<file path="config.mk">
export PLATFORM = sky130hd
export DESIGN_NAME = vccd_lane
export DESIGN_NICKNAME = d
export VERILOG_FILES = /design/src/rtl/vccd_pkg.sv /design/src/rtl/vccd_lane.sv
export SDC_FILE = /design/constraint.sdc
export NUM_CORES = 2
export LEC_CHECK = 0
export CORE_MARGIN = 10
export CORE_UTILIZATION = 55
export CTS_BUF_LIST = sky130_fd_sc_hd__clkbuf_4 sky130_fd_sc_hd__clkbuf_8
export DETAILED_ROUTE_END_ITERATION = 12
export DONT_BUFFER_PORTS = 1
export PLACE_DENSITY = 0.8
export SLEW_MARGIN = 20
export SYNTH_ARGS = -nofsm -noshare
export SYNTH_HDL_FRONTEND = slang
export SYNTH_SLANG_ARGS = --single-unit
</file>
<file path="constraint.sdc">
create_clock -name clk -period 15.1 [get_ports clk]
set_input_delay 3.775 -clock clk [delete_from_list [all_inputs] [get_ports clk]]
set_output_delay 3.775 -clock clk [all_outputs]
set_load 0.03 [all_outputs]
</file>
<file path="src/rtl/vccd_pkg.sv">
// Shared types, codes and constants of the Voronoi cell crossing detector.
package vccd_pkg;

  localparam int DEF_MAX_COORDS   = 4;
  localparam int DEF_MAX_CELLS    = 16;
  localparam int DEF_MAX_EDGES    = 32;

  localparam int COORD_W          = 24;
  localparam int NUM_COORD_FIELDS = 4;
  localparam int SQ_W             = 2 * (COORD_W + 1);
  localparam int IDX_W            = 5;
  localparam int EP_W             = 4;
  localparam int NB_DEPTH         = 1 << EP_W;
  localparam int STEP_W           = 32;
  localparam int REC_W            = 16;
  localparam int STATUS_W         = 4;
  localparam int CFG_IDX_W        = 2;
  localparam int CFG_DATA_W       = 5;
  localparam int CCNT_W           = 3;
  localparam int CELLCNT_W        = 5;

  localparam logic [CFG_IDX_W-1:0] CFG_COORD_COUNT = 2'd0;
  localparam logic [CFG_IDX_W-1:0] CFG_CELL_COUNT  = 2'd1;
  localparam logic [CFG_IDX_W-1:0] CFG_SOURCE_EDGE = 2'd2;

  typedef enum logic [1:0] {
    OP_ANCHOR  = 2'd0,
    OP_EDGE    = 2'd1,
    OP_OBSERVE = 2'd2,
    OP_RESTART = 2'd3
  } op_t;

  typedef enum logic [STATUS_W-1:0] {
    ST_OK          = 4'd0,
    ST_IGNORED     = 4'd1,
    ST_INIT_TIE    = 4'd2,
    ST_INIT_OFF    = 4'd3,
    ST_NONADJ_TIE  = 4'd4,
    ST_MULTI_TIE   = 4'd5,
    ST_CELL_TIE    = 4'd6,
    ST_NONADJ_JUMP = 4'd7,
    ST_BAD_INDEX   = 4'd8
  } status_t;

  typedef struct packed {
    logic [1:0]                operation;
    logic [IDX_W-1:0]          table_index;
    logic [EP_W-1:0]           endpoint_first;
    logic [EP_W-1:0]           endpoint_second;
    logic signed [COORD_W-1:0] coord_0;
    logic signed [COORD_W-1:0] coord_1;
    logic signed [COORD_W-1:0] coord_2;
    logic signed [COORD_W-1:0] coord_3;
    logic [STEP_W-1:0]         step_number;
    logic                      commit;
  } in_item_t;

  typedef struct packed {
    logic [STATUS_W-1:0] status;
    logic [EP_W-1:0]     current_cell;
    logic                started;
    logic                hit;
    logic [EP_W-1:0]     hit_origin_cell;
    logic [EP_W-1:0]     hit_target_cell;
    logic [IDX_W-1:0]    hit_edge;
    logic [STEP_W-1:0]   hit_step_number;
    logic [REC_W-1:0]    recross_total;
  } out_item_t;

  typedef struct packed {
    logic            busy;
    logic            src_valid;
    logic [EP_W-1:0] src_first;
    logic [EP_W-1:0] src_second;
  } edge_stat_t;

endpackage

</file>
<file path="src/rtl/vccd_lane.sv">
// One coordinate lane: anchor memory for that coordinate and a squared difference stage.
module vccd_lane
  import vccd_pkg::*;
#(
  parameter int MAX_CELLS = DEF_MAX_CELLS,
  localparam int CELL_W = $clog2(MAX_CELLS)
) (
  input  logic                      clk,
  input  logic                      wr_en,
  input  logic [CELL_W-1:0]         wr_addr,
  input  logic signed [COORD_W-1:0] wr_data,
  input  logic [CELL_W-1:0]         rd_addr,
  input  logic signed [COORD_W-1:0] obs,
  input  logic                      lane_on,
  output logic [SQ_W-1:0]           sq_r
);

  logic signed [COORD_W-1:0] anchor_mem [MAX_CELLS];
  logic signed [COORD_W-1:0] rd_r;
  logic [COORD_W:0]          delta;
  logic [COORD_W:0]          mag;
  logic [SQ_W-1:0]           prod;

  always_ff @(posedge clk) begin
    if (wr_en) begin
      anchor_mem[wr_addr] <= wr_data;
    end
    rd_r <= anchor_mem[rd_addr];
  end

  always_comb begin
    delta = {obs[COORD_W-1], obs} - {rd_r[COORD_W-1], rd_r};
    mag   = delta[COORD_W] ? (~delta + 1'b1) : delta;
    prod  = mag * mag;
  end

  always_ff @(posedge clk) begin
    sq_r <= lane_on ? prod : '0;
  end

endmodule

</file>
# Word-level counts from Yosys, hierarchy flattened
# Memories as Yosys holds them, arrays and structs flattened. A register that Yosys moved wholly into a read port is not among the register bits.
# Index checks and enable logic that the tools add are counted.
# totals
ff_bits	50
ram_bits	384
input_bits	59
out_inout_bits	50
word_cells	9
mem_count	1
# op_classes
n_addsub	2
multipliers	1
muxes	3
n_bitwise	1
# memory_table
memory	words	word_bits	rd	rd_clocked_by_memory_dff	wr	line_no	source
anchor_mem	16	24	1	1	1	vccd_lane.sv:18	logic signed [COORD_W-1:0] anchor_mem [MAX_CELLS];
# op_table
cell	n
25-bit by 25-bit multiplier with 50-bit output	1
25-bit by 1-bit adder with 25-bit output, second input constant	1
25-bit two-way mux	1
25-bit NOT	1
24-bit by 24-bit subtractor with 25-bit output	1
1-bit two-way mux	2

# Longest topological paths before layout
# depth
ltp_word	5
ltp_mapped	42
ltp_nobuf	39

# Worst setup path before layout
# OpenSTA, ideal clock, no wires.
# synth_path
kind	input port to flip-flop
startpoint	input port obs[0]
endpoint	register sq_r[48]
setup_ps	118
arrival_time_ps	13316
required_time_ps	14982
path_slack_ps	1666
stages	38
n_path_buf	3
path_cell_list	inv_1 -> ha_1 -> inv_1 -> fa_1 -> a21oi_2 -> o221ai_2 -> a221o_1 -> a31o_2 -> o21ai_1 -> o22a_1 -> buf_2 -> clkbuf_1 -> nand2_1 -> xor2_1 -> inv_1 -> buf_1 -> nand2_1 -> fa_1 -> (+2 left out) -> fa_1 -> inv_1 -> fa_1 -> fa_1 -> inv_1 -> fa_1 -> fa_1 -> ha_1 -> nand3_1 -> or4_1 -> a211oi_1 -> nor3_1 -> a21oi_1 -> o21ai_0 -> a211o_1 -> a211o_1 -> o41a_1 -> mux2i_1
# synth_between
elab_chain_cells	5
# synth_lines
element	line_no	source
start: declaration	vccd_lane.sv:13	input logic signed [COORD_W-1:0] obs,
24-bit by 24-bit subtractor with 25-bit output (*)	vccd_lane.sv:32	delta = {obs[COORD_W-1], obs} - {rd_r[COORD_W-1], rd_r};
25-bit NOT	vccd_lane.sv:33	mag = delta[COORD_W] ? (~delta + 1'b1) : delta;
25-bit by 1-bit adder with 25-bit output	vccd_lane.sv:33	
25-bit two-way mux (*)	vccd_lane.sv:33	
25-bit by 25-bit multiplier with 50-bit output (*)	vccd_lane.sv:34	prod = mag * mag;
end signal: assignment	vccd_lane.sv:38	sq_r <= lane_on ? prod : '0;
end: declaration	vccd_lane.sv:15	output logic [SQ_W-1:0] sq_r
# Every way passes the cells marked *; elsewhere a longest branch is shown, timed or not.
# A chain may end at the register's enable or synchronous reset.

# Worst setup path after layout
# layout_path
startpoint	input port obs[0]
endpoint	register sq_r[46]
# Same word-level chain as after synthesis.

==> flow_summary.ini <==
[place]
gp_congestion = 0.942
portBuffers = 0
dp_hpwl_mm = 62.1

[worst_setup_path]
required_ns = 15.68
crit_type = in2reg
max_stage_delay_ns = 0.55
crit_top_cell = fa_1
crit_path_end_kind = register
critPathLaunchType = input pin
slowest_stage = fa_1
r2r_slack_ns = 3.62
crit_arrival_ns = 14.96
worstPathMaxFanout = 24
reg2reg_depth = 37

[clocking]
root_buffer = clkbuf_8
post_cts_buffers = 0
htree_levels = 3
clock-sinks = 457
clockBufferDepth = 3
clk_latency_ns = 0.69
cts_made_buffers = 73
hold_buffers = 0
cts_resized = 0
path_clk_slew_ns = 0.06
cts_tree = done

[layout]
syn2layout_area_growth_pct = 7.71
final_cell_mix = 590 x inv_1, 470 x fa_1, 384 x edfxtp_1
layout-drive-gt1-share = 0.115
final_common_cell = inv_1
fin_nets = 3711

[die]
fp.dieH_um = 275
start_util = 0.555
die_w_um = 275
core_um2 = 64300
pin_count = 109
dieArea_um2 = 75600
row_count = 93

[run_status]
status = finished, final reports clean

[sta]
finalHoldViolCount = 0
setup-tns-final_ns = 0
fmax_mhz = 69.5
setup_viol = 0
finalCritPeriodShare = 0.952
tightestPinTransition_ns = 0.950
fin_crit_ns = 14.38
relSlewSlack = 0.362
rsz0062_at_grt = no
clock_skew_ns = 0.0567
finalMaxSlewViolations = 0

[detailed_routing]
firstDrtPassIters = 5
via_count = 22200
postRouteWirelength_mm = 83.7
vias_per_cell = 5.70
drcViolationCount = 0
ant_nets = 0
drt_iter0_markers = 2028
wl_per_cell_um = 21.5

[global_route]
antenna_found_initial = 7
grt_pass1_wl_mm = 132
grt_max_degree = 97
grt_pass1_vias = 23900
grt_usage = 0.228
grt-ovfl-total = 0

[synth]
syn-instance-count = 2932
netlist_area_um2 = 35700
yosys_warnings = 0
ys_seq_elements = 457
synth-seq-area-share = 0.364
syn-mean-instance-area_um2 = 12.2
synth_area_leaders = edfxtp_1 32%, fa_1 26%, mux4_2 7.6%
async_reset_ff_frac = 0
synth_flop_cell = edfxtp_1
synth-edff-count = 384
synth_top_area_cell = edfxtp_1
ys_types = 87
synth_top_area_frac = 0.323

[job]
drv_cap = 0

[min_path]
min_path_type = reg2reg
whs_path_depth = 2
final cells by class:
cell class,instances,area [um2]
clock inverter,28,246
inverter,595,2230
timing repair buffer,59,443
fill,4831,25900
tap,855,1070
clock buffer,107,1300
sequential,457,13000
antenna,6,15.0
multi-input combinational,1793,20200
cell usage after synthesis (all sizes together), types with 4 or more instances:
| cell | instances |
|---|---|
| a211o | 6 |
| a211oi | 9 |
| a21o | 44 |
| a21oi | 75 |
| a221o | 6 |
| a31oi | 7 |
| a41oi | 5 |
| and2 | 13 |
| and3 | 8 |
| buf | 33 |
| clkbuf | 71 |
| clkinv | 4 |
| dfxtp | 73 |
| edfxtp | 384 |
| fa | 470 |
| ha | 203 |
| inv | 591 |
| mux2i | 9 |
| mux4 | 120 |
| nand2 | 211 |
| nand2b | 15 |
| nand3 | 26 |
| nand3b | 5 |
| nand4 | 10 |
| nor2 | 256 |
| nor2b | 8 |
| nor3 | 24 |
| nor3b | 4 |
| nor4 | 13 |
| o211ai | 5 |
| o21a | 7 |
| o21ai | 45 |
| o21bai | 13 |
| o22ai | 5 |
| o311ai | 4 |
| o31ai | 4 |
| or2 | 10 |
| or3 | 4 |
| or4 | 5 |
| xnor2 | 53 |
| xor2 | 32 |
metrics by stage:
step                setup slack [ns]  hold WS (ns)  cells  area (um2)  utilization
global route                   0.354         0.723   3896       38500        0.598
detailed placement             0.260         0.761   3759       36900        0.574
global placement               0.515         0.750   3759       36900        0.574
floorplan                       1.67         0.741   2949       35800            -
CTS                            0.990         0.703   3894       38500        0.598
finish                         0.721         0.725   3900       38500        0.598
cell families (layout without fill, tap and decap cells):
| group | count (synthesis) | in the layout | share of synthesized area |
|---|---|---|---|
| mux | 131 | 131 | 0.0788 |
| simple gates | 619 | 619 | 0.0764 |
| buf+inv | 699 | 789 | 0.0745 |
| fa+ha+maj | 673 | 673 | 0.334 |
| flops | 457 | 457 | 0.364 |
| compound gates | 266 | 266 | 0.0509 |
| xor+xnor | 85 | 85 | 0.0210 |
| other cells | 2 | 25 | 0.000210 |
final timing paths:
kind,startpoint,to
setup / recovery,obs[0],sq_r[46]$_SDFF_PN0_
hold / removal,anchor_mem[4][1]$_DFFE_PP_,rd_r[1]$_DFF_P_
setup reg to reg,rd_r[0]$_DFF_P_,sq_r[46]$_SDFF_PN0_
hold reg to reg,anchor_mem[4][1]$_DFFE_PP_,rd_r[1]$_DFF_P_
routing by layer:
layer	global-route usage	wire length, um	share of wire	vias up
li1	-	-	-	9759
met4	0.0871	3280	0.039	10
met2	0.382	41200	0.49	1158
met1	0.277	30100	0.36	11100
met3	0.0665	9010	0.11	259
met5	0	60	0.00072	-
flip-flops by register name, indices dropped and copies added, names as in the netlist:
| signal | cells |
|---|---|
| sq_r | 49 |
| rd_r | 24 |
| anchor_mem | 384 |
worst max-delay path: cells and delay by family:
kind / cells / cell delay (ns)
adder cells (fa/ha/maj): 10 / 4.55
buffers and inverters: 9 / 1.55
AND/OR/NAND/NOR: 6 / 1.42
XOR/XNOR: 1 / 0.14
AO/OA/AOI/OAI: 12 / 3.51
Power is left out: the tool's default activity adds up to more than one toggle a clock period on the data nets, which glitch-free logic cannot reach.
