--- src/rtl/vccd_pkg.sv ---
// Shared types, codes and constants of the Voronoi cell crossing detector.
package vccd_pkg;

  localparam int DEF_MAX_COORDS   = 4;
  localparam int DEF_MAX_CELLS    = 16;
  localparam int DEF_MAX_EDGES    = 32;

  localparam int COORD_W          = 24;
  localparam int NUM_COORD_FIELDS = 4;
  localparam int SQ_W             = 2 * (COORD_W + 1);
  localparam int IDX_W            = 5;
  localparam int EP_W             = 4;
  localparam int NB_DEPTH         = 1 << EP_W;
  localparam int STEP_W           = 32;
  localparam int REC_W            = 16;
  localparam int STATUS_W         = 4;
  localparam int CFG_IDX_W        = 2;
  localparam int CFG_DATA_W       = 5;
  localparam int CCNT_W           = 3;
  localparam int CELLCNT_W        = 5;

  localparam logic [CFG_IDX_W-1:0] CFG_COORD_COUNT = 2'd0;
  localparam logic [CFG_IDX_W-1:0] CFG_CELL_COUNT  = 2'd1;
  localparam logic [CFG_IDX_W-1:0] CFG_SOURCE_EDGE = 2'd2;

  typedef enum logic [1:0] {
    OP_ANCHOR  = 2'd0,
    OP_EDGE    = 2'd1,
    OP_OBSERVE = 2'd2,
    OP_RESTART = 2'd3
  } op_t;

  typedef enum logic [STATUS_W-1:0] {
    ST_OK          = 4'd0,
    ST_IGNORED     = 4'd1,
    ST_INIT_TIE    = 4'd2,
    ST_INIT_OFF    = 4'd3,
    ST_NONADJ_TIE  = 4'd4,
    ST_MULTI_TIE   = 4'd5,
    ST_CELL_TIE    = 4'd6,
    ST_NONADJ_JUMP = 4'd7,
    ST_BAD_INDEX   = 4'd8
  } status_t;

  typedef struct packed {
    logic [1:0]                operation;
    logic [IDX_W-1:0]          table_index;
    logic [EP_W-1:0]           endpoint_first;
    logic [EP_W-1:0]           endpoint_second;
    logic signed [COORD_W-1:0] coord_0;
    logic signed [COORD_W-1:0] coord_1;
    logic signed [COORD_W-1:0] coord_2;
    logic signed [COORD_W-1:0] coord_3;
    logic [STEP_W-1:0]         step_number;
    logic                      commit;
  } in_item_t;

  typedef struct packed {
    logic [STATUS_W-1:0] status;
    logic [EP_W-1:0]     current_cell;
    logic                started;
    logic                hit;
    logic [EP_W-1:0]     hit_origin_cell;
    logic [EP_W-1:0]     hit_target_cell;
    logic [IDX_W-1:0]    hit_edge;
    logic [STEP_W-1:0]   hit_step_number;
    logic [REC_W-1:0]    recross_total;
  } out_item_t;

  typedef struct packed {
    logic            busy;
    logic            src_valid;
    logic [EP_W-1:0] src_first;
    logic [EP_W-1:0] src_second;
  } edge_stat_t;

endpackage

--- src/rtl/vccd_merge.sv ---
// Merging stage: sums the lane squares into a distance and tracks the nearest cell.
module vccd_merge
  import vccd_pkg::*;
#(
  parameter int MAX_COORDS = DEF_MAX_COORDS,
  parameter int MAX_CELLS  = DEF_MAX_CELLS,
  localparam int CELL_W = $clog2(MAX_CELLS),
  localparam int DIST_W = SQ_W + $clog2(MAX_COORDS)
) (
  input  logic                 clk,
  input  logic                 rst_n,
  input  logic [SQ_W-1:0]      sq [MAX_COORDS],
  input  logic                 in_valid,
  input  logic [CELL_W-1:0]    in_cell,
  input  logic                 track,
  input  logic                 clear,
  input  logic [CELLCNT_W-1:0] cell_limit,
  input  logic [CELL_W-1:0]    occ,
  output logic [DIST_W-1:0]    dist_r,
  output logic                 dist_valid_r,
  output logic [CELL_W-1:0]    dist_cell_r,
  output logic [DIST_W-1:0]    best_r,
  output logic [CELL_W-1:0]    best_cell_r,
  output logic                 found_r,
  output logic                 multi_r,
  output logic [DIST_W-1:0]    occ_dist_r
);

  logic [DIST_W-1:0] sum;
  logic              in_range;

  always_comb begin
    sum = '0;
    for (int c = 0; c < MAX_COORDS; c++) begin
      sum = sum + DIST_W'(sq[c]);
    end
    in_range = 32'(dist_cell_r) < 32'(cell_limit);
  end

  always_ff @(posedge clk) begin
    if (!rst_n) begin
      dist_valid_r <= 1'b0;
      found_r      <= 1'b0;
      multi_r      <= 1'b0;
    end else begin
      dist_valid_r <= in_valid;
      if (clear) begin
        found_r <= 1'b0;
        multi_r <= 1'b0;
      end else if (dist_valid_r && track && in_range) begin
        if (!found_r || dist_r < best_r) begin
          found_r <= 1'b1;
          multi_r <= 1'b0;
        end else if (dist_r == best_r) begin
          multi_r <= 1'b1;
        end
      end
    end
  end

  always_ff @(posedge clk) begin
    dist_r      <= sum;
    dist_cell_r <= in_cell;
    if (dist_valid_r && track && in_range && (!found_r || dist_r < best_r)) begin
      best_r      <= dist_r;
      best_cell_r <= dist_cell_r;
    end
    if (dist_valid_r && track && dist_cell_r == occ) begin
      occ_dist_r <= dist_r;
    end
  end

endmodule

--- config.mk ---
export PLATFORM = sky130hd
export DESIGN_NAME = vccd_merge
export DESIGN_NICKNAME = d
export VERILOG_FILES = /design/src/rtl/vccd_pkg.sv /design/src/rtl/vccd_merge.sv
export SDC_FILE = /design/constraint.sdc
export NUM_CORES = 1
export LEC_CHECK = 0
export ABC_CLOCK_PERIOD_IN_PS = 13200
export BUFFER_PORTS_ARGS = -buffer_cell sky130_fd_sc_hd__buf_2
export CAP_MARGIN = 40
export CORE_ASPECT_RATIO = 0.9
export CORE_MARGIN = 1
export CORE_UTILIZATION = 55
export CTS_CLUSTER_DIAMETER = 80
export DETAILED_ROUTE_END_ITERATION = 10
export HOLD_SLACK_MARGIN = 0.15
export PLACE_DENSITY = 0.88
export SYNTH_ARGS = -nofsm -noshare
export SYNTH_HDL_FRONTEND = slang
export SYNTH_SLANG_ARGS = --single-unit
export TNS_END_PERCENT = 20
--- constraint.sdc ---
create_clock -name clk -period 13.2 [get_ports clk]
set_input_delay 2.64 -clock clk [delete_from_list [all_inputs] [get_ports clk]]
set_output_delay 2.64 -clock clk [all_outputs]
set_load 0.03 [all_outputs]
Yosys cells after proc, flatten, opt, wreduce, memory -nomap -nowiden --
Index checks and enable logic that the tools add are counted.
Word-level totals: flip-flop bits (word level) 167, bits of input ports 218, output and inout port bits 167, logic and storage cells 28
Cells by class: $add $sub $neg 3, magnitude comparators 2, eq/ne operators 2, mux-type cells 2, bitwise gates (word level) 1, reduce and logical (&&, ||, !) cells 10
Operators by type and width (count):
- $add A51 B50 Y52 | 1
- $add A52 B50 Y52 | 1
- $eq A52 B52 Y1 | 1
- $lt A52 B52 Y1 | 1
- $add A50 B50 Y51 | 1
- $lt A4 B5 Y1 | 1
- $eq A4 B4 Y1 | 1
- $logic_and A1 B1 Y1 | 4
- $reduce_and A2 Y1 | 2
- $mux W1 | 2
- $reduce_bool A2 Y1 | 1
- $reduce_or A2 Y1 | 1
- $logic_not A1 Y1 | 1
- $logic_or A1 B1 Y1 | 1
- $not A1 Y1 | 1

Logic depth before layout (Yosys ltp) --
Gate-level depths: netlist of run 1.
depth in word-level cells 4, mapped depth 16, gate-level depth less buffers 16

Worst setup path after synthesis of run 1 --
Ideal clock, no wire load.
path kind input -> register, start point in occ[3], end point reg occ_dist_r[0] (enable), setup time 0.590 ns, arrival 7.870 ns, slack 4.740 ns, stages 2, cells stage by stage xor2_1 > nor4_1
On the way: word-level cells in the longest chain between the ends 2
RTL lines:
- start, declared | RTL line vccd_merge.sv:18 | input logic [CELL_W-1:0] occ,
- $eq A4 B4 Y1 | RTL line vccd_merge.sv:68 | if (dist_valid_r && track && dist_cell_r == occ) begin
- $logic_and A1 B1 Y1 | RTL line vccd_merge.sv:68
- end signal, assigned | RTL line vccd_merge.sv:69 | occ_dist_r <= dist_r;
- end, declared | RTL line vccd_merge.sv:26 | output logic [DIST_W-1:0] occ_dist_r
Every way passes these cells. A chain may end at the register's enable or synchronous reset.

Worst setup path in the final report of run 1 --
start point in sq[1] (netlist name), end point reg dist_r[45]
On the way: word-level cells in the longest chain between the ends 1
RTL lines:
- start, declared | RTL line vccd_merge.sv:12 | input logic [SQ_W-1:0] sq [MAX_COORDS],
- $add A52 B50 Y52 | RTL line vccd_merge.sv:35 | sum = sum + DIST_W'(sq[c]);
- via sum[45] | RTL line vccd_merge.sv:29 | logic [DIST_W-1:0] sum;
- end signal, assigned | RTL line vccd_merge.sv:62 | dist_r <= sum;
- end, declared | RTL line vccd_merge.sv:19 | output logic [DIST_W-1:0] dist_r,
The timed path passes the listed nets, and every way through them passes these cells.

==> impl_metrics.ini, run 1 <==
[synth]
synth_edf_count = 108
synth_top_family_by_area = adder cells
yosys.cell_types.count = 64
yosys_warnings = 0
synth_area_per_cell_um2 = 10.3
synth_compound_area_share_pct = 11.7
yosys.area_share.adder_pct = 28.2
synthFlopType = edfxtp_1
synth_seq_area_share_pct = 37.5
synth_area_mm2 = 0.0118
synthCells = 1151
synth_xor_area_share_pct = 3.63
syn-num-nets = 1575
post_synth_and_or_nand_nor_area_fraction_pct = 7.19
synth.area.mux_share_pct = 0
synthArstFlopShare_pct = 0
ys_seq_elements = 167

[clock_network]
clk_pin_slew_ns = 0.07
cts_sinks = 167
cts-root-buf = clkbuf_16
cts_max_level = 4
numCtsBuffers = 17
cts_setup_buffers = 0
tritoncts = done
clkLatencyLatePin_ns = 0.44
postCtsHoldBufs = 0
cts_buffer_depth = 2
cts_resized = 0

[timing]
setup_ws_ns = 6.95
maxSlewViolCount = 0
fmax_mhz = 160
worstMarginPinSlew_ns = 0.924
holdWs_ns = 0.497
hold_viol_final = 0
setup_tns_ns = 0
relSlewSlack_pct = 38.2
finalCriticalPeriod_ns = 6.25
rsz0062_at_grt = false
setup_violations = 0
clock_skew_ns = 0.0147
min_period_over_period_pct = 47.4

[drt]
antenna_left = 0
vias = 9584
post-route-drc-count = 0
routedWlPerCell_um = 16.7
drt_first_pass_iters = 5
drtIter0Drc = 620
routed_via_density = 5.21
wl_mm = 30.7

[placed_design]
dp_cells = 1807
portBuffers = 384
dp_hpwl_mm = 25.5
pre_cts_ws_ns = 6.58
routabilityCongestion = 0.934
dpl_cell_area_mm2 = 0.0140

[cells_and_area]
final_area_mm2 = 0.0146
drive_above_1_share_pct = 28.2
final_cell_mix = buf_2, inv_1, edfxtp_1, ha_1, fa_1
layout_commonest_cell = buf_2
fin_cells = 1839
post-route-util_pct = 70.0
num_antenna_cells = 0
nNetsFinal = 1964
area_growth_syn_to_layout_pct = 23.9

[power_and_ir_drop]
power_frac_seq_pct = 31.9
power_density_mw_per_mm2 = 184
ir_drop_mv = 0.0875
switching_share_pct = 43.8
power.total_mw = 2.69
p_int_mw = 1.51
combPwrFrac_pct = 48.8
pwr-share-clk_pct = 19.3
p_leak_nw = 7.69
p_switching_mw = 1.18

[critical_path]
cpPeakStageDelay_ns = 0.53
cp-start-kind = input port
slowest_stage = fa_1
cp.arrival_ns = 6.62
cp_num_buf_inv = 4
path_class = in -> reg
r2r-start = dist_r[41]$_DFF_P_
worstSetupStartpoint = sq[1]
cp_top_family = adder cells
cp-end-kind = flop
critPathMaxFanout = 4
crit_chain = buf_2, inv_1, fa_1, inv_1, fa_1, ha_1, inv_1, fa_1, nand2b_1, a21oi_2, o21ai_2, o41a_1, nor3_2, o21ai_2, o31a_1, o31ai_2, xnor2_1
cp.required_ns = 13.57

[floorplan]
core-area_mm2 = 0.0209
die_area_mm2 = 0.0221
die_w_um = 156
num_rows = 50
start_util_pct = 56.5
die_h_um = 141
boundaryPins = 385

[min_path]
worstHoldPathType = reg -> reg
hp-start = dist_r[12]$_DFF_P_

[flow_run]
max_cap_viol_count = 0

[status]
outcome = finished, final reports clean

[global_routing]
grt_overflow = 0
grt_pass1_vias = 9759
antenna_found_initial = 0
grt_max_degree = 53
grt_pass1_wl_mm = 47.6
track_usage_pct = 28.3
==> Yosys cell counts (3+ instances only) <==
master / count / share of area [%]
o41ai_1: 5 / 0.37
xnor2_1: 36 / 2.7
nor2b_1: 11 / 0.58
ha_1: 106 / 11
a21oi_1: 67 / 2.8
nand4_1: 25 / 1.3
and3_1: 8 / 0.42
nor3_1: 9 / 0.38
fa_1: 100 / 17
a21o_1: 40 / 2.5
inv_1: 343 / 11
nor4_1: 6 / 0.32
o31a_1: 3 / 0.22
and4_1: 3 / 0.22
and2_1: 3 / 0.16
nor2_1: 34 / 1.1
edfxtp_1: 108 / 27
o21ai_0: 28 / 1.2
clkbuf_1: 3 / 0.095
buf_6: 4 / 0.38
nand3_1: 13 / 0.55
o21bai_1: 13 / 0.83
xor2_1: 13 / 0.96
a21oi_2: 4 / 0.30
o21ai_2: 4 / 0.30
nand2_1: 33 / 1.0
dfxtp_1: 59 / 10
o211ai_1: 4 / 0.25
a211oi_1: 3 / 0.19
buf_2: 6 / 0.25
o21a_1: 4 / 0.25
a31oi_1: 8 / 0.42
nand2b_1: 5 / 0.26
==> power by group through the flow <==
| stage | Combinational [mW] | Sequential, mW | Clock, mW |
|---|---|---|---|
| global placement | 1.24 | 0.857 | 0 |
| global route | 1.44 | 0.866 | 0.542 |
| floorplan | 0.753 | 0.989 | 0 |
| CTS | 1.30 | 0.853 | 0.522 |
| finish | 1.31 | 0.858 | 0.518 |
| detailed placement | 1.29 | 0.863 | 0 |
==> layer usage <==
| metal | vias up | GRT usage, % | part of all wire (%) |
|---|---|---|---|
| met3 | 91 | 4.49 | 6.0 |
| met5 | - | 0 | 0 |
| met2 | 440 | 48.6 | 49 |
| li1 | 4511 | - | - |
| met4 | 0 | 15.1 | 5.0 |
| met1 | 4542 | 34.2 | 40 |
==> final timing paths <==
kind	endpoint	cells after the start	slack (ns)
setup / recovery	dist_r[45]$_DFF_P_	17	6.95
hold / removal	occ_dist_r[12]$_DFFE_PP_	0	0.50
setup reg to reg	best_r[28]$_DFFE_PP_	9	9.33
hold reg to reg	occ_dist_r[12]$_DFFE_PP_	0	0.50
==> flip-flops by register name (all words and copies together) (netlist names) <==
signal,count
dist_r,52
best_r,52
occ_dist_r,52
found_r,1
multi_r,1
dist_valid_r,1
best_cell_r,4
dist_cell_r,4
==> final cells by class <==
class | instances | area (µm²)
fillers | 1613 | 6260
multi-input cells | 625 | 6010
flip-flops and latches | 167 | 4420
repair buffers | 386 | 1940
inverters | 343 | 1290
clock buffers | 18 | 429
well taps | 286 | 358
clock inverters | 14 | 186
==> logic make-up (layout without fill, tap and decap cells) <==
logic type	after synthesis	in the layout
AO/OA/AOI/OAI	208	208
flip-flops	167	167
adder cells (fa/ha/maj)	206	206
buffers and inverters	359	761
AND/OR/NAND/NOR	162	162
XOR/XNOR	49	49
Note: power is estimated with default switching activity, not from simulation.
==> run 2: changes to the inputs <==
ABC_CLOCK_PERIOD_IN_PS = 6400   (was 13200)
CORE_UTILIZATION = 52   (was 55)
PLACE_DENSITY = 0.84   (was 0.88)
clock period = 6.4 ns   (was 13.2 ns; I/O delays follow)
==> run 2 against run 1 <==
Compared with the run above:
- total power is 100% higher
- sequential power rose by 110%
- critical path depth unchanged
- hold slack worse by 0.018 ns
- sequential share of layout area rose by 0.067 points
- first-iteration DRC count decreased by 3.5%
- critical path type unchanged
- critical endpoint unchanged
- largest cell class unchanged
- largest power group unchanged
- highest routed layer unchanged
==> impl_metrics.ini, run 2 (synthesis gave the netlist of run 1 again) <==
[timing]
finalCriticalPeriod_ns = 4.96
hold_viol_final = 0
min_period_over_period_pct = 77.5
fmax_mhz = 202
worstMarginPinSlew_ns = 0.741
setup_violations = 0
maxSlewViolCount = 0
setup_tns_ns = 0
rsz0062_at_grt = false
clock_skew_ns = 0.00764
relSlewSlack_pct = 50.6

[clock_network]
clk_pin_slew_ns = 0.06
cts_buffer_depth = 2
cts_resized = 0
numCtsBuffers = 17
cts_setup_buffers = 0
cts-root-buf = clkbuf_16
tritoncts = done
cts_sinks = 167
cts_max_level = 4
postCtsHoldBufs = 0
clkLatencyLatePin_ns = 0.42

[status]
outcome = finished, final reports clean

[global_routing]
globalRouteMet1Util_pct = 34.1
antenna_found_initial = 0
grt_pass1_wl_mm = 48.2
grt-busiest-layer = met2
track_usage_pct = 26.5
use_met2_pct = 44.3
grtUsageMet3_pct = 3.57
grt_max_degree = 53
grt_pass1_vias = 9684
grt_overflow = 0

[floorplan]
start_util_pct = 53.8
boundaryPins = 385
core-area_mm2 = 0.0220
num_rows = 51
die_w_um = 161
die_area_mm2 = 0.0233
die_h_um = 145

[cells_and_area]
layout_commonest_cell = buf_2
register_area_mm2 = 0.00442
final_area_mm2 = 0.0146
final_cell_mix = buf_2, inv_1, edfxtp_1, ha_1, fa_1
drive_above_1_share_pct = 28.2
multi_input_area_mm2 = 0.00602
area_growth_syn_to_layout_pct = 23.6
n_fill_cell = 1716
num_antenna_cells = 0
nNetsFinal = 1965
reg_top3 = best_r: 52 flops, dist_r: 52 flops, occ_dist_r: 52 flops

[flow_run]
max_cap_viol_count = 0

[power_and_ir_drop]
pwr-share-clk_pct = 17.4
combPwrFrac_pct = 49.7
power_frac_seq_pct = 32.9
power_density_mw_per_mm2 = 368
p_switching_mw = 2.38
p_int_mw = 2.99
switching_share_pct = 44.3
ir_drop_mv = 0.185
p_leak_nw = 7.66

[critical_path]
r2r_slack_ns = 2.73
worstSetupStartpoint = sq[1]
critPathMaxFanout = 4
slowest_stage = fa_1
cp.arrival_ns = 5.31
rr_worst_depth = 10
crit_chain = buf_2, inv_1, fa_1, inv_1, fa_1, ha_1, inv_1, fa_1, nand2b_1, a21oi_2, o21ai_2, o41a_1, nor3_2, o21ai_2, o31a_1, o31ai_2, xnor2_1
cp-end-kind = flop
path_class = in -> reg
reg2reg_to = best_r[38]$_DFFE_PP_
cp.required_ns = 6.75
cp-start-kind = input port
r2r-start = dist_r[25]$_DFF_P_
cpPeakStageDelay_ns = 0.53

[placed_design]
dp_hpwl_mm = 24.8
routabilityCongestion = 0.929
dpl_cell_area_mm2 = 0.0141
portBuffers = 384

[drt]
post-route-drc-count = 0
routed_via_density = 5.07
drtIter0Drc = 598
drt_first_pass_iters = 5
routedWlPerCell_um = 16.3
wl_mm = 30.1
vias = 9360
antenna_left = 0

[min_path]
holdPathStages = 0
hp-start = dist_r[13]$_DFF_P_
holdPathEnd = best_r[13]$_DFFE_PP_
worstHoldPathType = reg -> reg
==> run 2: cell count changes in the layout (fill, tap and decap cells not counted) <==
cell	before	now
buf_16	0	1
inv_6	5	4
bufinv_16	3	0
inv_8	2	0
clkbuf_8	0	1
clkinvlp_4	1	4
nor4_4	0	1
clkinv_2	1	3
nor4_2	1	0
==> run 2: power by group through the flow <==
| stage | sequential (mW) | clock [mW] | combinational, mW |
|---|---|---|---|
| after floorplan | 2.04 | 0 | 1.55 |
| after global placement | 1.78 | 0 | 2.57 |
| after detailed placement | 1.78 | 0 | 2.63 |
| after CTS | 1.76 | 0.948 | 2.66 |
| after global routing | 1.79 | 0.986 | 2.96 |
| final | 1.77 | 0.936 | 2.68 |
==> run 2: cell type report <==
type / count / share of cell area [%]
multi-input cells: 625 / 41.2
flip-flops and latches: 167 / 30.3
repair buffers: 387 / 13.5
inverters: 343 / 8.82
clock buffers: 19 / 3.03
well taps: 291 / 2.49
clock inverters: 13 / 0.668
==> run 2: worst max-delay path: cells and delay by family <==
kind,cells,cell delay [ns]
compound gates,6,1.55
xor+xnor,1,0.14
fa+ha+maj,4,1.62
buf+inv,4,0.24
simple gates,2,0.48
==> run 2: how the worst max path moves through the flow <==
| stage | slack, ns | endpoint | cells past startpoint |
|---|---|---|---|
| CTS | 1.51 | dist_r[45]$_DFF_P_ | 17 |
| finish | 1.44 | dist_r[45]$_DFF_P_ | 17 |
| detailed placement | 1.11 | dist_r[45]$_DFF_P_ | 17 |
| floorplan | 0.98 | best_cell_r[0]$_DFFE_PP_ | 7 |
| global placement | 1.19 | dist_r[45]$_DFF_P_ | 17 |
| global route | 1.28 | dist_r[45]$_DFF_P_ | 17 |
==> run 2: through the flow <==
stage / total power, mW / worst slack, ns / instances / hold WS [ns] / util (%)
floorplan: 3.59 / 0.978 / 1151 / 0.615 / -
global placement: 4.35 / 1.19 / 1812 / 0.466 / 63.9
CTS: 5.37 / 1.51 / 1845 / 0.483 / 66.5
finish: 5.38 / 1.44 / 1845 / 0.479 / 66.5
global route: 5.73 / 1.28 / 1845 / 0.505 / 66.5
detailed placement: 4.41 / 1.11 / 1813 / 0.469 / 64.0
==> run 2: layer usage <==
layer	up-vias	part of all wire (%)
li1	4513	-
met1	4365	43
met2	405	48
met3	77	5.2
met4	0	3.9
met5	-	0
