==> src/rtl/vccd_pkg.sv <==
// Shared types, codes and constants of the Voronoi cell crossing detector.
package vccd_pkg;

  localparam int DEF_MAX_COORDS   = 4;
  localparam int DEF_MAX_CELLS    = 16;
  localparam int DEF_MAX_EDGES    = 32;

  localparam int COORD_W          = 24;
  localparam int NUM_COORD_FIELDS = 4;
  localparam int SQ_W             = 2 * (COORD_W + 1);
  localparam int IDX_W            = 5;
  localparam int EP_W             = 4;
  localparam int NB_DEPTH         = 1 << EP_W;
  localparam int STEP_W           = 32;
  localparam int REC_W            = 16;
  localparam int STATUS_W         = 4;
  localparam int CFG_IDX_W        = 2;
  localparam int CFG_DATA_W       = 5;
  localparam int CCNT_W           = 3;
  localparam int CELLCNT_W        = 5;

  localparam logic [CFG_IDX_W-1:0] CFG_COORD_COUNT = 2'd0;
  localparam logic [CFG_IDX_W-1:0] CFG_CELL_COUNT  = 2'd1;
  localparam logic [CFG_IDX_W-1:0] CFG_SOURCE_EDGE = 2'd2;

  typedef enum logic [1:0] {
    OP_ANCHOR  = 2'd0,
    OP_EDGE    = 2'd1,
    OP_OBSERVE = 2'd2,
    OP_RESTART = 2'd3
  } op_t;

  typedef enum logic [STATUS_W-1:0] {
    ST_OK          = 4'd0,
    ST_IGNORED     = 4'd1,
    ST_INIT_TIE    = 4'd2,
    ST_INIT_OFF    = 4'd3,
    ST_NONADJ_TIE  = 4'd4,
    ST_MULTI_TIE   = 4'd5,
    ST_CELL_TIE    = 4'd6,
    ST_NONADJ_JUMP = 4'd7,
    ST_BAD_INDEX   = 4'd8
  } status_t;

  typedef struct packed {
    logic [1:0]                operation;
    logic [IDX_W-1:0]          table_index;
    logic [EP_W-1:0]           endpoint_first;
    logic [EP_W-1:0]           endpoint_second;
    logic signed [COORD_W-1:0] coord_0;
    logic signed [COORD_W-1:0] coord_1;
    logic signed [COORD_W-1:0] coord_2;
    logic signed [COORD_W-1:0] coord_3;
    logic [STEP_W-1:0]         step_number;
    logic                      commit;
  } in_item_t;

  typedef struct packed {
    logic [STATUS_W-1:0] status;
    logic [EP_W-1:0]     current_cell;
    logic                started;
    logic                hit;
    logic [EP_W-1:0]     hit_origin_cell;
    logic [EP_W-1:0]     hit_target_cell;
    logic [IDX_W-1:0]    hit_edge;
    logic [STEP_W-1:0]   hit_step_number;
    logic [REC_W-1:0]    recross_total;
  } out_item_t;

  typedef struct packed {
    logic            busy;
    logic            src_valid;
    logic [EP_W-1:0] src_first;
    logic [EP_W-1:0] src_second;
  } edge_stat_t;

endpackage

==> src/rtl/vccd_edges.sv <==
// Interface table with a sequential scan that finds the lowest interface to each neighbor.
module vccd_edges
  import vccd_pkg::*;
#(
  parameter int MAX_EDGES = DEF_MAX_EDGES,
  localparam int EIDX_W = (MAX_EDGES > 1) ? $clog2(MAX_EDGES) : 1
) (
  input  logic              clk,
  input  logic              rst_n,
  input  logic              wr_en,
  input  logic [EIDX_W-1:0] wr_addr,
  input  logic [EP_W-1:0]   wr_first,
  input  logic [EP_W-1:0]   wr_second,
  input  logic              scan_start,
  input  logic [EP_W-1:0]   occ_cell,
  input  logic              occ_ok,
  input  logic [IDX_W-1:0]  src_edge,
  input  logic [EP_W-1:0]   look_cell,
  input  logic              look_ok,
  output edge_stat_t        stat,
  output logic              look_found,
  output logic [EIDX_W-1:0] look_edge
);

  logic [2*EP_W-1:0] edge_mem [MAX_EDGES];
  logic [MAX_EDGES-1:0] valid_r;
  logic              run_r;
  logic [EIDX_W-1:0] scan_idx_r;
  logic              pv_r;
  logic              pvalid_r;
  logic [EIDX_W-1:0] pidx_r;
  logic [2*EP_W-1:0] pdata_r;
  logic [NB_DEPTH-1:0] nb_found_r;
  logic [EIDX_W-1:0] nb_edge_r [NB_DEPTH];
  logic              src_valid_r;
  logic [EP_W-1:0]   src_first_r;
  logic [EP_W-1:0]   src_second_r;
  logic [EP_W-1:0]   pf;
  logic [EP_W-1:0]   ps;
  logic [EP_W-1:0]   other;
  logic              touch;
  logic              new_nb;
  logic              at_src;

  always_comb begin
    pf     = pdata_r[2*EP_W-1:EP_W];
    ps     = pdata_r[EP_W-1:0];
    touch  = occ_ok && (pf == occ_cell || ps == occ_cell);
    other  = (pf == occ_cell) ? ps : pf;
    // Only the lowest-indexed valid interface seen for a neighbor counts.
    new_nb = pv_r && pvalid_r && touch && !nb_found_r[other];
    at_src = pv_r && (32'(pidx_r) == 32'(src_edge));
  end

  always_ff @(posedge clk) begin
    if (wr_en) begin
      edge_mem[wr_addr] <= {wr_first, wr_second};
    end
    pdata_r <= edge_mem[scan_idx_r];
    pidx_r  <= scan_idx_r;
    if (new_nb) begin
      nb_edge_r[other] <= pidx_r;
    end
    if (at_src) begin
      src_first_r  <= pf;
      src_second_r <= ps;
    end
  end

  always_ff @(posedge clk) begin
    if (!rst_n) begin
      valid_r     <= '0;
      run_r       <= 1'b0;
      scan_idx_r  <= '0;
      pv_r        <= 1'b0;
      pvalid_r    <= 1'b0;
      nb_found_r  <= '0;
      src_valid_r <= 1'b0;
    end else begin
      if (wr_en) begin
        valid_r[wr_addr] <= 1'b1;
      end
      pv_r     <= run_r;
      pvalid_r <= valid_r[scan_idx_r];
      if (scan_start) begin
        run_r       <= 1'b1;
        scan_idx_r  <= '0;
        nb_found_r  <= '0;
        src_valid_r <= 1'b0;
      end else begin
        if (run_r) begin
          scan_idx_r <= scan_idx_r + 1'b1;
          if (scan_idx_r == EIDX_W'(MAX_EDGES - 1)) begin
            run_r <= 1'b0;
          end
        end
        if (new_nb) begin
          nb_found_r[other] <= 1'b1;
        end
        if (at_src) begin
          src_valid_r <= pvalid_r;
        end
      end
    end
  end

  always_comb begin
    stat.busy       = run_r | pv_r;
    stat.src_valid  = src_valid_r;
    stat.src_first  = src_first_r;
    stat.src_second = src_second_r;
    look_found      = look_ok && nb_found_r[look_cell];
    look_edge       = nb_edge_r[look_cell];
  end

endmodule

==> config.mk <==
export PLATFORM = sky130hd
export DESIGN_NAME = vccd_edges
export DESIGN_NICKNAME = d
export VERILOG_FILES = /design/src/rtl/vccd_pkg.sv /design/src/rtl/vccd_edges.sv
export SDC_FILE = /design/constraint.sdc
export NUM_CORES = 1
export LEC_CHECK = 0
export CAP_MARGIN = 20
export CELL_PAD_IN_SITES_DETAIL_PLACEMENT = 1
export CELL_PAD_IN_SITES_GLOBAL_PLACEMENT = 1
export CORE_ASPECT_RATIO = 1.2
export CORE_MARGIN = 3
export CORE_UTILIZATION = 50
export CTS_CLUSTER_SIZE = 28
export DETAILED_ROUTE_END_ITERATION = 10
export DONT_BUFFER_PORTS = 1
export HOLD_SLACK_MARGIN = 0.08
export PLACE_DENSITY = 0.77
export SYNTH_ARGS = -nofsm -noshare
export SYNTH_HDL_FRONTEND = slang
export SYNTH_SLANG_ARGS = --single-unit
==> constraint.sdc <==
create_clock -name clk -period 2.9 [get_ports clk]
set_input_delay 0.29 -clock clk [delete_from_list [all_inputs] [get_ports clk]]
set_output_delay 0.29 -clock clk [all_outputs]
set_load 0.02 [all_outputs]
After elaboration in Yosys (flattened, before gate mapping). Memory sizes are Yosys's and may differ from the RTL's. A register that Yosys moved wholly into a read port is not among the register bits. Index checks and enable logic that the tools add are counted.

Memory bits (writable): 336. Word-level logic and storage cells: 56. Output and inout port bits: 16. Memories kept: 2. Input port bits: 32. Register bits: 70.

Memory list: edge_mem (words 32, bits a word 8, read ports 1, clocked after Yosys merged registers in 1, write ports 1, line vccd_edges.sv:25) `logic [2*EP_W-1:0] edge_mem [MAX_EDGES];`; nb_edge_r (words 16, bits a word 5, read ports 1, clocked after Yosys merged registers in 0, write ports 1, line vccd_edges.sv:34) `logic [EIDX_W-1:0] nb_edge_r [NB_DEPTH];`.

Bitwise gates (word level): 4. Reduce and logical (&&, ||, !) cells: 11. Magnitude comparators: 6. Add/subtract/negate cells: 1. Equal/unequal tests: 4. Mux-type cells: 18.

Operators with widths (count): OR 32 bit (1); OR 16 bit (1); < comparator 5 x 6 -> 1 bit, second input constant (2); 2-to-1 mux 1 bit (12); < comparator 4 x 5 -> 1 bit, second input constant (2); binary-select mux 1 bit (select 4 bit) (2); == test 4 bit (2); logical AND 1 bit (8); adder 5 x 1 -> 5 bit, second input constant (1); binary-select mux 1 bit (select 5 bit) (1); demux 1 bit (select 5 bit) (1); == test 5 bit (1); == test 5 bit, second input constant (1); greater-or-equal comparator 5 x 1 -> 1 bit, second input constant (1); demux 1 bit (select 4 bit) (1); greater-or-equal comparator 4 x 1 -> 1 bit, second input constant (1); 2-to-1 mux 4 bit (1); OR reduction 2 bit (1); zero test 1 bit (1); logical OR 1 bit (1); inverter 1 bit (1); OR 1 bit (1).

Longest topological paths before layout. Gate-level depths: netlist of run 1.

Depth after elaboration: 8. Depth in mapped cells: 9. Gate-level depth less buffers: 6.

Worst setup path after synthesis of run 1. Ideal clock, no wire load.

Path kind: flip-flop to flip-flop. Start: register pdata_r[6], read port of edge_mem. End: memory nb_edge_r[10][0] (netlist bit), enable pin. Setup slack: 0.243 ns. Cell stages (with the launch flop): 8. Path buffers: 1. Required time: 2.519 ns. Data arrival time: 2.276 ns. Setup time: 0.381 ns. Cells stage by stage: dfxtp_1 xor2_1 or4_4 and2_4 buf_6 mux2i_1 o21ai_2 nor4_1.

Longest elaborated chain between the ends: 8.

RTL lines: start: declaration (line vccd_edges.sv:32) `logic [2*EP_W-1:0] pdata_r;`; == test 4 bit (line vccd_edges.sv:48, vccd_edges.sv:49); 2-to-1 mux 4 bit (line vccd_edges.sv:49) `other = (pf == occ_cell) ? ps : pf;`; binary-select mux 1 bit (select 4 bit) (line vccd_edges.sv:51) `new_nb = pv_r && pvalid_r && touch && !nb_found_r[other];`; 2-to-1 mux 1 bit (not written as such) (line vccd_edges.sv:51); zero test 1 bit (line vccd_edges.sv:51); logical AND 1 bit (line vccd_edges.sv:51); 2-to-1 mux 1 bit (line vccd_edges.sv:61) `if (new_nb) begin`; 2-to-1 mux 1 bit (not written as such) (line vccd_edges.sv:62) `nb_edge_r[other] <= pidx_r;`; end: declaration (line vccd_edges.sv:34).

Parallel ways exist; a longest one is shown, timed or not. The select of a mux whose other input is x is not followed.

Worst setup path in the final report of run 1.
Start: register pdata_r[6], read port of edge_mem. End: memory nb_edge_r[9][4] (netlist bit), enable pin.

Same word-level chain as after synthesis.

==> impl_results.md, run 1 <==
* Antenna violations before repair at 0
* Clk_skew at 0.0135 ns
* Die width at 171 um
* Crit path time final at 2.76 ns
* Root Driver: clkbuf_16
* Chip Height at 204 um
* Count of cell types in the netlist at 49
* Yosys top cell by area: edfxtp_1
* Vias in the first global route at 8843
* EDFF count, synth at 344
* DRC at 0
* Leak pwr at 0.00590 uW
* Most frequent cell after synthesis: edfxtp_1
* Area Overhead vs Synth at 14.8%
* Latest clock arrival within the worst-skew pair at 0.53 ns
* Synthesis Warnings at 0
* Hold Crit Class: in2reg
* CTS H-Tree Depth at 2
* # IOs at 48
* Worst-Margin Slew at 0.953 ns
* Register area at 0.0117 mm^2
* Final worst path period share at 0.952
* Syn Nets at 866
* CTS Sinks at 414
* Syn avg cell area at 19.5 um^2
* Post-DR wirelength/cell at 27.7 um
* Status: complete, no violations
* Via density at 6.06
* Slew headroom at 0.362
* DIE AREA at 0.0347 mm^2
* Worst Setup Path Type: reg2reg
* Final setup viols at 0
* Postcts setup bufs at 0
* Achievable Freq at 362 MHz
* Total of max-cap violations at 0
* Post-synthesis cell count at 832
* Clock buffer depth at 3
* Antenna viol nets, final at 0
* Top-area cell type share of the netlist area at 0.635
* Filler cells at 2658
* Drt pass-1 iters at 5
* Utilization of the core after routing at 0.589
* Core ar. at 0.0317 mm^2
* Final nets at 928
* Multi-input logic area at 0.00438 mm^2
* Ant. Diodes at 0
* Critical-path maximum fanout at 7
* Power, Total at 12200 uW
* CTS tree: yes
* Vias at 8035
* PD cells at 656 mW/mm^2
* Most used DFF post-synth: edfxtp_1
* Critical path capture point type: register
* Post-DP HPWL at 23.9 mm
* Data arrival, critical path at 3.00 ns
* Number of buffers created by CTS at 40
* Synthesized area at 0.0163 mm^2
* Worst slack at placement at -0.298 ns
* IR drop worst, VDD at 647 uV
* CTS clk-pin slew, worst paths at 0.06 ns
* Synth area leaders: edfxtp_1 (64%), mux4_2 (17%), dfxtp_1 (8.6%), o21a_1 (1.7%), nor2_1 (1.2%)
* Synth cell count leaders: edfxtp_1 (344), mux4_2 (120), dfxtp_1 (70), nor2_1 (50), o21a_1 (37)
* Share of post-route cells with drive strength above 1 at 0.288
* Worst EP required at 3.14 ns
* Final hold violation count at 0
* Max Slew Vio Count at 0
* CP Launch Type: register
* Ys async rst share at 0
* Pin count of the biggest net entering global routing at 40
* RSZ-0062 raised after global routing: false
* Total global routing overflow at 0
* Routed wire length at 36.7 mm
* Num rows at 71
* Gpl congestion at 0.812
* Post-synthesis sequential area ratio at 0.722
* DRT iter0 DRCs at 656
* Port Buf Inserts at 0
* Worst setup margin at 0.140 ns
* Initial Util at 0.513
* Total global-route track usage at 0.216
* Global-route wire length before repair at 55.3 mm
* Synth Register Bits at 414
==> critical path, cell delays in order (launching register included) <==
cell and delay (ns):
dfxtp_1 0.34, xnor2_1 0.38, nand4_2 0.31, mux2_2 0.38, nand2_1 0.14, o21ai_2 0.14, buf_4 0.17, nor4_2 0.39
buf_4 0.22
==> path summary, 6_finish.rpt <==
kind	depth (start not counted)	to	startpoint	slack, ns
hold / removal	2	scan_idx_r[0]	rst_n	0.17
setup reg to reg	8	nb_edge_r[9][4]	pdata_r[6]	0.14
hold reg to reg	0	pidx_r[3]	scan_idx_r[3]	0.37
setup / recovery	8	nb_edge_r[9][4]	pdata_r[6]	0.14
==> where the power goes <==
group	internal, uW	switching (uW)
combinational	224	262
clock	3120	2130
sequential	6470	33.8
total	9820	2420
==> cell families after synthesis <==
logic type / after synthesis / share of synthesized area
flops: 414 / 0.722
simple gates: 144 / 0.0448
mux: 141 / 0.180
compound gates: 65 / 0.0291
buf+inv: 47 / 0.0128
xor+xnor: 19 / 0.0102
fa+ha+maj: 2 / 0.00154
==> stage by stage <==
stage / setup TNS, ns / area, um^2 / instances / hold slack (ns)
after floorplan: 0 / 16300 / 832 / 0.347
after global placement: 0 / 17000 / 1230 / 0.341
after detailed placement: -2.83 / 17000 / 1230 / 0.346
after CTS: 0 / 18600 / 1322 / 0.161
after global routing: 0 / 18700 / 1325 / 0.177
final: 0 / 18700 / 1325 / 0.174
==> state kept, by name (all words and copies together) (netlist names), 4 cells and up <==
name and cells:
nb_edge_r 80, pidx_r 5, scan_idx_r 5, nb_found_r 16, src_first_r 4, edge_mem 256, src_second_r 4, pdata_r 8
valid_r 32
==> cells in the final DEF, fill, tap and decap left out, types with 12 or more instances in the layout <==
master / count
buf_12: 15
buf_4: 37
clkbuf_16: 41
dfxtp_1: 68
dlygate4sd3_1: 13
edfxtp_1: 344
mux4_2: 120
nand2_1: 33
nor2_1: 50
o21a_1: 37
o21ai_0: 12
==> area by class of cell <==
type	count	area share
timing repair buffer	65	0.0379
clock inverter	21	0.0128
inverter	2	0.000402
sequential	414	0.629
clock buffer	51	0.0586
multi-input combinational	371	0.235
tap	401	0.0269
==> routing by layer <==
| layer | vias up | share of wire | GRT usage | wire (um) |
|---|---|---|---|---|
| li1 | 3507 | - | - | - |
| met1 | 4267 | 0.39 | 0.268 | 14500 |
| met2 | 207 | 0.54 | 0.388 | 19700 |
| met3 | 54 | 0.040 | 0.0330 | 1470 |
| met4 | 0 | 0.029 | 0.0701 | 1080 |
| met5 | - | 0 | 0 | 0 |
==> repair_timing <==
| action | 4_1_cts | 5_1_grt |
|---|---|---|
| gates resized for setup | 2 | 6 |
| endpoints found under the hold margin | 291 | 2 |
| hold buffers | 20 | 2 |
| endpoints found under the setup margin | 10 | 24 |
No activity file was read; power rests on OpenSTA's default activity.
==> run 2, diff against run 1 <==
CORE_ASPECT_RATIO = 0.7   (was 1.2)
CORE_MARGIN = unset   (was 3)
GPL_TIMING_DRIVEN = 0   (was unset)
==> run 2 against run 1 <==
The run now ends with setup timing left. Highest routed layer unchanged. Die area is 4.2% lower. Via count grew 5.1%. Non-clock buffer count up 1. First-iteration DRC count is 37% higher. Flip-flop and latch count is the same.
==> impl_results.md, run 2 (synthesis results as in run 1) <==
* Initial Util at 0.515 (was 0.513)
* Global routing's busiest layer: met1 (was met2)
* Most common cell after layout, fill and taps aside: edfxtp_1 (unchanged)
* CTS Sinks at 414 (unchanged)
* Power, Total at 12100 uW (was 12200 uW)
* Final worst path period share at 1.00 (was 0.952)
* Port Buf Inserts at 0 (unchanged)
* # IOs at 48 (unchanged)
* P_sw at 2570 uW (was 2420 uW)
* Total of max-cap violations at 0 (unchanged)
* Final setup viols at 2 (was 0)
* Worst slack at placement at -0.430 ns (was -0.298 ns)
* CTS clk-pin slew, worst paths at 0.07 ns (was 0.06 ns)
* Area Overhead vs Synth at 14.0% (was 14.8%)
* Post-DP HPWL at 26.0 mm (was 23.9 mm)
* Clk_skew at 0.0281 ns (was 0.0135 ns)
* Largest Register: edge_mem (unchanged)
* Global-route wire length before repair at 59.3 mm (was 55.3 mm)
* Via density at 6.28 (was 6.06)
* Gpl congestion at 0.821 (was 0.812)
* PD cells at 650 mW/mm^2 (was 656 mW/mm^2)
* HP Start: scan_start (was rst_n)
* Critical-path maximum fanout at 10 (was 7)
* Net Sw Frac at 0.213 (was 0.198)
* Die width at 218 um (was 171 um)
* Slew headroom at 0.326 (was 0.362)
* Share of post-route cells with drive strength above 1 at 0.275 (was 0.288)
* DRC at 0 (unchanged)
* Max Slew Vio Count at 0 (unchanged)
* Worst EP required at 3.20 ns (was 3.14 ns)
* Routed wire length at 40.2 mm (was 36.7 mm)
* Utilization of the core after routing at 0.587 (was 0.589)
* Total global-route track usage at 0.249 (was 0.216)
* Most frequent cells in the layout: edfxtp_1 (344), mux4_2 (120), dfxtp_1 (68) (unchanged)
* M1 GR Usage at 0.386 (was 0.268)
* Max incr delay on CP at 0.45 ns (was 0.39 ns)
* Worst setup margin at -0.0143 ns (was 0.140 ns)
* Critical path capture point type: register (unchanged)
* Max reg flops at 256 (unchanged)
* Post-DR wirelength/cell at 29.9 um (was 27.7 um)
* Top flop regs: edge_mem: 256 flops, nb_edge_r: 80 flops, valid_r: 32 flops (unchanged)
* Worst Setup Path Type: reg2reg (unchanged)
* Final hold violation count at 0 (unchanged)
* Buffers & Inverters on Critical Path at 2 (unchanged)
* Antenna violations before repair at 3 (was 0)
* Ant. Diodes at 0 (unchanged)
* Chip Height at 153 um (was 204 um)
* Clock power frac at 0.417 (was 0.429)
* GR Util met2 at 0.364 (was 0.388)
* CP Launch Type: register (unchanged)
* Cell internal pwr at 9490 uW (was 9820 uW)
* Total global routing overflow at 0 (unchanged)
* Vias at 8441 (was 8035)
* DIE AREA at 0.0333 mm^2 (was 0.0347 mm^2)
* Antenna viol nets, final at 0 (unchanged)
* Status: complete, but fails checks (was complete, no violations)
* Final instance area at 0.0185 mm^2 (was 0.0187 mm^2)
* Root Driver: clkbuf_16 (unchanged)
* DRT iter0 DRCs at 897 (was 656)
* Crit path launch: pdata_r[6] (unchanged)
* Cell with the largest stage delay on the worst path: xnor2_1 (was nor4_2)
* Worst-Margin Slew at 1.01 ns (was 0.953 ns)
* M3 GR Usage at 0.0561 (was 0.0330)
* Core ar. at 0.0316 mm^2 (was 0.0317 mm^2)
* Vias in the first global route at 8731 (was 8843)
* Cell area after placement at 0.0168 mm^2 (was 0.0170 mm^2)
* Num rows at 54 (was 71)
* Power share of the combinational group at 0.044 (was 0.040)
* Clock buffer depth at 3 (unchanged)
* RSZ-0062 raised after global routing: true (was false)
* Failing checks: setup timing
* Number of buffers created by CTS at 40 (unchanged)
* IR drop worst, VDD at 568 uV (was 647 uV)
* Crit path time final at 2.91 ns (was 2.76 ns)
* CTS tree: yes (unchanged)
* Leak pwr at 0.00577 uW (was 0.00590 uW)
* Flop pwr share at 0.539 (was 0.532)
* Worst-path cell chain: xnor2_1 > a41oi_1 > o22ai_1 > nand2_1 > o21ai_4 > buf_6 > nor4_4 > buf_4 (was xnor2_1 > nand4_2 > mux2_2 > nand2_1 > o21ai_2 > buf_4 > nor4_2 > buf_4)
* CTS H-Tree Depth at 2 (unchanged)
* Latest clock arrival within the worst-skew pair at 0.56 ns (was 0.53 ns)
* FF-to-FF Start: pdata_r[6] (unchanged)
* Final nets at 929 (was 928)
* Data arrival, critical path at 3.22 ns (was 3.00 ns)
* Delay-heaviest family, CP: compound AO/OA/AOI/OAI gates (was simple AND/OR/NAND/NOR gates)
* Hold Crit Class: in2reg (unchanged)
* Drt pass-1 iters at 5 (unchanged)
* Achievable Freq at 343 MHz (was 362 MHz)
* Pin count of the biggest net entering global routing at 33 (was 40)
-- run 2: cell type report --
| class | count | area, um^2 |
|---|---|---|
| multi-input combinational | 371 | 4530 |
| buffer | 44 | 224 |
| clock inverter | 13 | 139 |
| sequential | 414 | 11700 |
| clock buffer | 59 | 1090 |
| fill | 2701 | 13000 |
| inverter | 2 | 7.51 |
| tap | 420 | 526 |
| timing repair buffer | 22 | 283 |
-- run 2: path summary, 6_finish.rpt --
check	to	slack [ns]	cells past startpoint
min reg2reg	pidx_r[4]	0.38	0
min	nb_found_r[2]	0.24	4
max reg2reg	nb_edge_r[9][1]	-0.01	8
max	nb_edge_r[9][1]	-0.01	8
-- run 2: per-layer routing --
metal	vias up	share of wire
li1	3514	-
met1	4525	0.45
met2	353	0.45
met3	49	0.085
met4	0	0.015
met5	-	0
-- run 2: through the flow --
step	hold WS, ns	setup TNS (ns)	std cells
after detailed placement	0.369	-28.23	1254
final	0.245	-0.0281	1345
after floorplan	0.347	0	832
after global placement	0.364	-27.89	1252
after global routing	0.249	-0.856	1345
after CTS	0.173	0	1342
-- run 2: repair_timing --
action | CTS | global route
hold buffers | 17 | 0
pin swaps | 2 | 5
resized for setup | 36 | 19
hold endpoints to repair | 257 | 0
setup endpoints to repair | 88 | 67
cloned | 0 | 0
buffers inserted | 0 | 3
-- run 2: worst min-delay path, stage by stage --
cell and delay (ns):
nor2b_1 0.03, clkbuf_1 0.22, nand2_1 0.13, o21ai_0 0.07
-- run 2: power groups by stage --
stage | logic, uW | registers, uW | clock network (uW)
6_report | 527 | 6500 | 5030
3_3_place_gp | 397 | 6630 | 0
2_1_floorplan | 293 | 6620 | 0
3_5_place_dp | 405 | 6630 | 0
5_1_grt | 558 | 6510 | 5300
4_1_cts | 516 | 6500 | 5100
==> run 3, diff against run 2 <==
SETUP_SLACK_MARGIN = 0.4   (was unset)
==> run 3 against run 2 <==
The flow now finishes without violations. Via count up 2.8%. Non-clock buffer count grew 33. Clock-buffer cell count up 2. Clock skew decreased by 0.0037 ns. Flip-flop and latch count unchanged. Register-to-register slack improved by 0.21 ns. Final area is 3.6% higher. Core utilization increased by 2.1 points. Fmax increased by 7.6%. Critical path depth increased by 1. First-iteration DRC count grew 9.5%. Critical path type unchanged.
==> impl_results.md, run 3 (synthesis results as in run 1) <==
* Status: complete, no violations (was complete, but fails checks)
* Most frequent cells in the layout: edfxtp_1 (344), mux4_2 (120), dfxtp_1 (62) (was edfxtp_1 (344), mux4_2 (120), dfxtp_1 (68))
* Power, Total at 12500 uW (was 12100 uW)
* Achievable Freq at 369 MHz (was 343 MHz)
* Worst EP required at 3.17 ns (was 3.20 ns)
* Port Buf Inserts at 0 (unchanged)
* Final instance area at 0.0192 mm^2 (was 0.0185 mm^2)
* Clk_skew at 0.0244 ns (was 0.0281 ns)
* Num rows at 54 (unchanged)
* CTS tree: yes (unchanged)
* Final nets at 962 (was 929)
* Post-DP HPWL at 26.4 mm (was 26.0 mm)
* Register-to-Register Path Depth at 9 (was 8)
* Number of buffers created by CTS at 40 (unchanged)
* Area Overhead vs Synth at 18.1% (was 14.0%)
* RSZ-0062 raised after global routing: true (unchanged)
* Hold WS at 0.175 ns (was 0.245 ns)
* Antenna violations before repair at 2 (was 3)
* Share of post-route cells with drive strength above 1 at 0.335 (was 0.275)
* Post-DR wirelength/cell at 30.4 um (was 29.9 um)
* Global-route wire length before repair at 61.0 mm (was 59.3 mm)
* Pin count of the biggest net entering global routing at 33 (unchanged)
* Non-Filler Instances at 1379 (was 1345)
* Max reg flops at 256 (unchanged)
* HP Start: scan_start (unchanged)
* Drt pass-1 iters at 5 (unchanged)
* Cell area after placement at 0.0168 mm^2 (about the same)
* Hold Crit Class: in2reg (unchanged)
* Vias at 8681 (was 8441)
* Total global-route track usage at 0.258 (was 0.249)
* DRT iter0 DRCs at 982 (was 897)
* Final hold violation count at 0 (unchanged)
* Data arrival, critical path at 2.97 ns (was 3.22 ns)
* Final worst path period share at 0.934 (was 1.00)
* Total global routing overflow at 0 (unchanged)
* Core ar. at 0.0316 mm^2 (unchanged)
* Leak pwr at 0.00609 uW (was 0.00577 uW)
* Worst-Margin Slew at 1.04 ns (was 1.01 ns)
* Die width at 218 um (unchanged)
* CTS H-Tree Depth at 2 (unchanged)
* IR drop worst, VDD at 577 uV (was 568 uV)
* Chip Height at 153 um (unchanged)
* Critical-path maximum fanout at 7 (was 10)
* Flop-to-flop setup slack at 0.19 ns (was -0.01 ns)
* Root Driver: clkbuf_16 (unchanged)
* Clock buffer depth at 3 (unchanged)
* Initial Util at 0.515 (unchanged)
* Register area at 0.0117 mm^2 (about the same)
* Routed wire length at 41.9 mm (was 40.2 mm)
* Slew headroom at 0.303 (was 0.326)
* Critical path capture point type: register (unchanged)
* Worst Setup Path Type: reg2reg (unchanged)
* Reg2reg end: nb_edge_r[10][1] (was nb_edge_r[9][1])
* PD cells at 650 mW/mm^2 (about the same)
* Vias in the first global route at 9043 (was 8731)
* Largest Register: edge_mem (unchanged)
* Via density at 6.30 (was 6.28)
* Filler cells at 2618 (was 2701)
* Top flop regs: edge_mem: 256 flops, nb_edge_r: 80 flops, valid_r: 32 flops (unchanged)
* Max Slew Vio Count at 0 (unchanged)
* Gpl congestion at 0.830 (was 0.821)
* Most common cell after layout, fill and taps aside: edfxtp_1 (unchanged)
* Total of max-cap violations at 0 (unchanged)
* FF-to-FF Start: pdata_r[6] (unchanged)
* # IOs at 48 (unchanged)
* Crit path time final at 2.71 ns (was 2.91 ns)
* Multi-input logic area at 0.00466 mm^2 (was 0.00453 mm^2)
* DIE AREA at 0.0333 mm^2 (unchanged)
* Latest clock arrival within the worst-skew pair at 0.56 ns (about the same)
* CTS clk-pin slew, worst paths at 0.06 ns (was 0.07 ns)
* CP Launch Type: register (unchanged)
* Antenna viol nets, final at 0 (unchanged)
* Min-Delay Endpoint: nb_found_r[10] (was nb_found_r[2])
* Dpl cells at 1252 (was 1254)
* DRC at 0 (unchanged)
* Ant. Diodes at 0 (unchanged)
* Worst Hold Depth at 4 (unchanged)
* CTS Sinks at 414 (unchanged)
* Final setup viols at 0 (was 2)
run 3: per-layer routing:
layer  vias to the layer above  part of all wire  GRT usage
li1                       3576                 -          -
met1                      4695              0.45      0.386
met2                       342              0.46      0.386
met3                        68             0.073     0.0581
met4                         0             0.018     0.0661
met5                         -                 0          0
run 3: worst max path at each step:
stage	from	to	slack, ns	depth (start not counted)
global placement	pdata_r[6]	nb_edge_r[11][3]	-0.64	7
CTS	pdata_r[7]	nb_edge_r[2][3]	0.29	9
finish	pdata_r[6]	nb_edge_r[10][1]	0.19	9
floorplan	pdata_r[6]	nb_edge_r[10][0]	0.24	7
global route	pdata_r[6]	nb_edge_r[10][0]	0.09	9
detailed placement	pdata_r[6]	nb_edge_r[0][4]	-0.35	8
run 3: final cells by class:
| class | count | area share |
|---|---|---|
| buffer | 45 | 0.0167 |
| sequential | 414 | 0.612 |
| multi-input combinational | 371 | 0.243 |
| tap | 420 | 0.0274 |
| inverter | 2 | 0.000391 |
| timing repair buffer | 54 | 0.0306 |
| clock inverter | 12 | 0.00775 |
| clock buffer | 61 | 0.0626 |
run 3: worst max-delay path, stage by stage, from the launching register on:
cell      delay (ns)
dfxtp_4         0.42
xor2_1          0.42
or4_4           0.23
buf_4           0.11
nand2_1         0.07
a221oi_2        0.42
o22ai_4         0.14
buf_12          0.16
nor4_4          0.23
buf_6           0.18
run 3: where the power goes:
part | internal [uW] | total (uW) | switching [uW]
Clock | 3140 | 5410 | 2280
Combinational | 237 | 573 | 337
Sequential | 6470 | 6500 | 31.9
Total | 9840 | 12500 | 2640
run 3: stage by stage:
stage / utilization / setup WS [ns] / setup TNS, ns
4_1_cts: 0.601 / 0.288 / 0
2_1_floorplan: - / 0.243 / 0
6_report: 0.608 / 0.193 / 0
3_5_place_dp: 0.534 / -0.353 / -12.32
3_3_place_gp: 0.534 / -0.644 / -11.23
5_1_grt: 0.608 / 0.0920 / 0
run 3: repair_timing:
action / 4_1_cts / 5_1_grt
gates cloned: 0 / 0
pin swaps: 18 / 13
setup buffers: 25 / 12
setup endpoints to repair: 106 / 105
endpoints found under the hold margin: 257 / 0
resized for setup: 81 / 39
hold buffers: 17 / 0
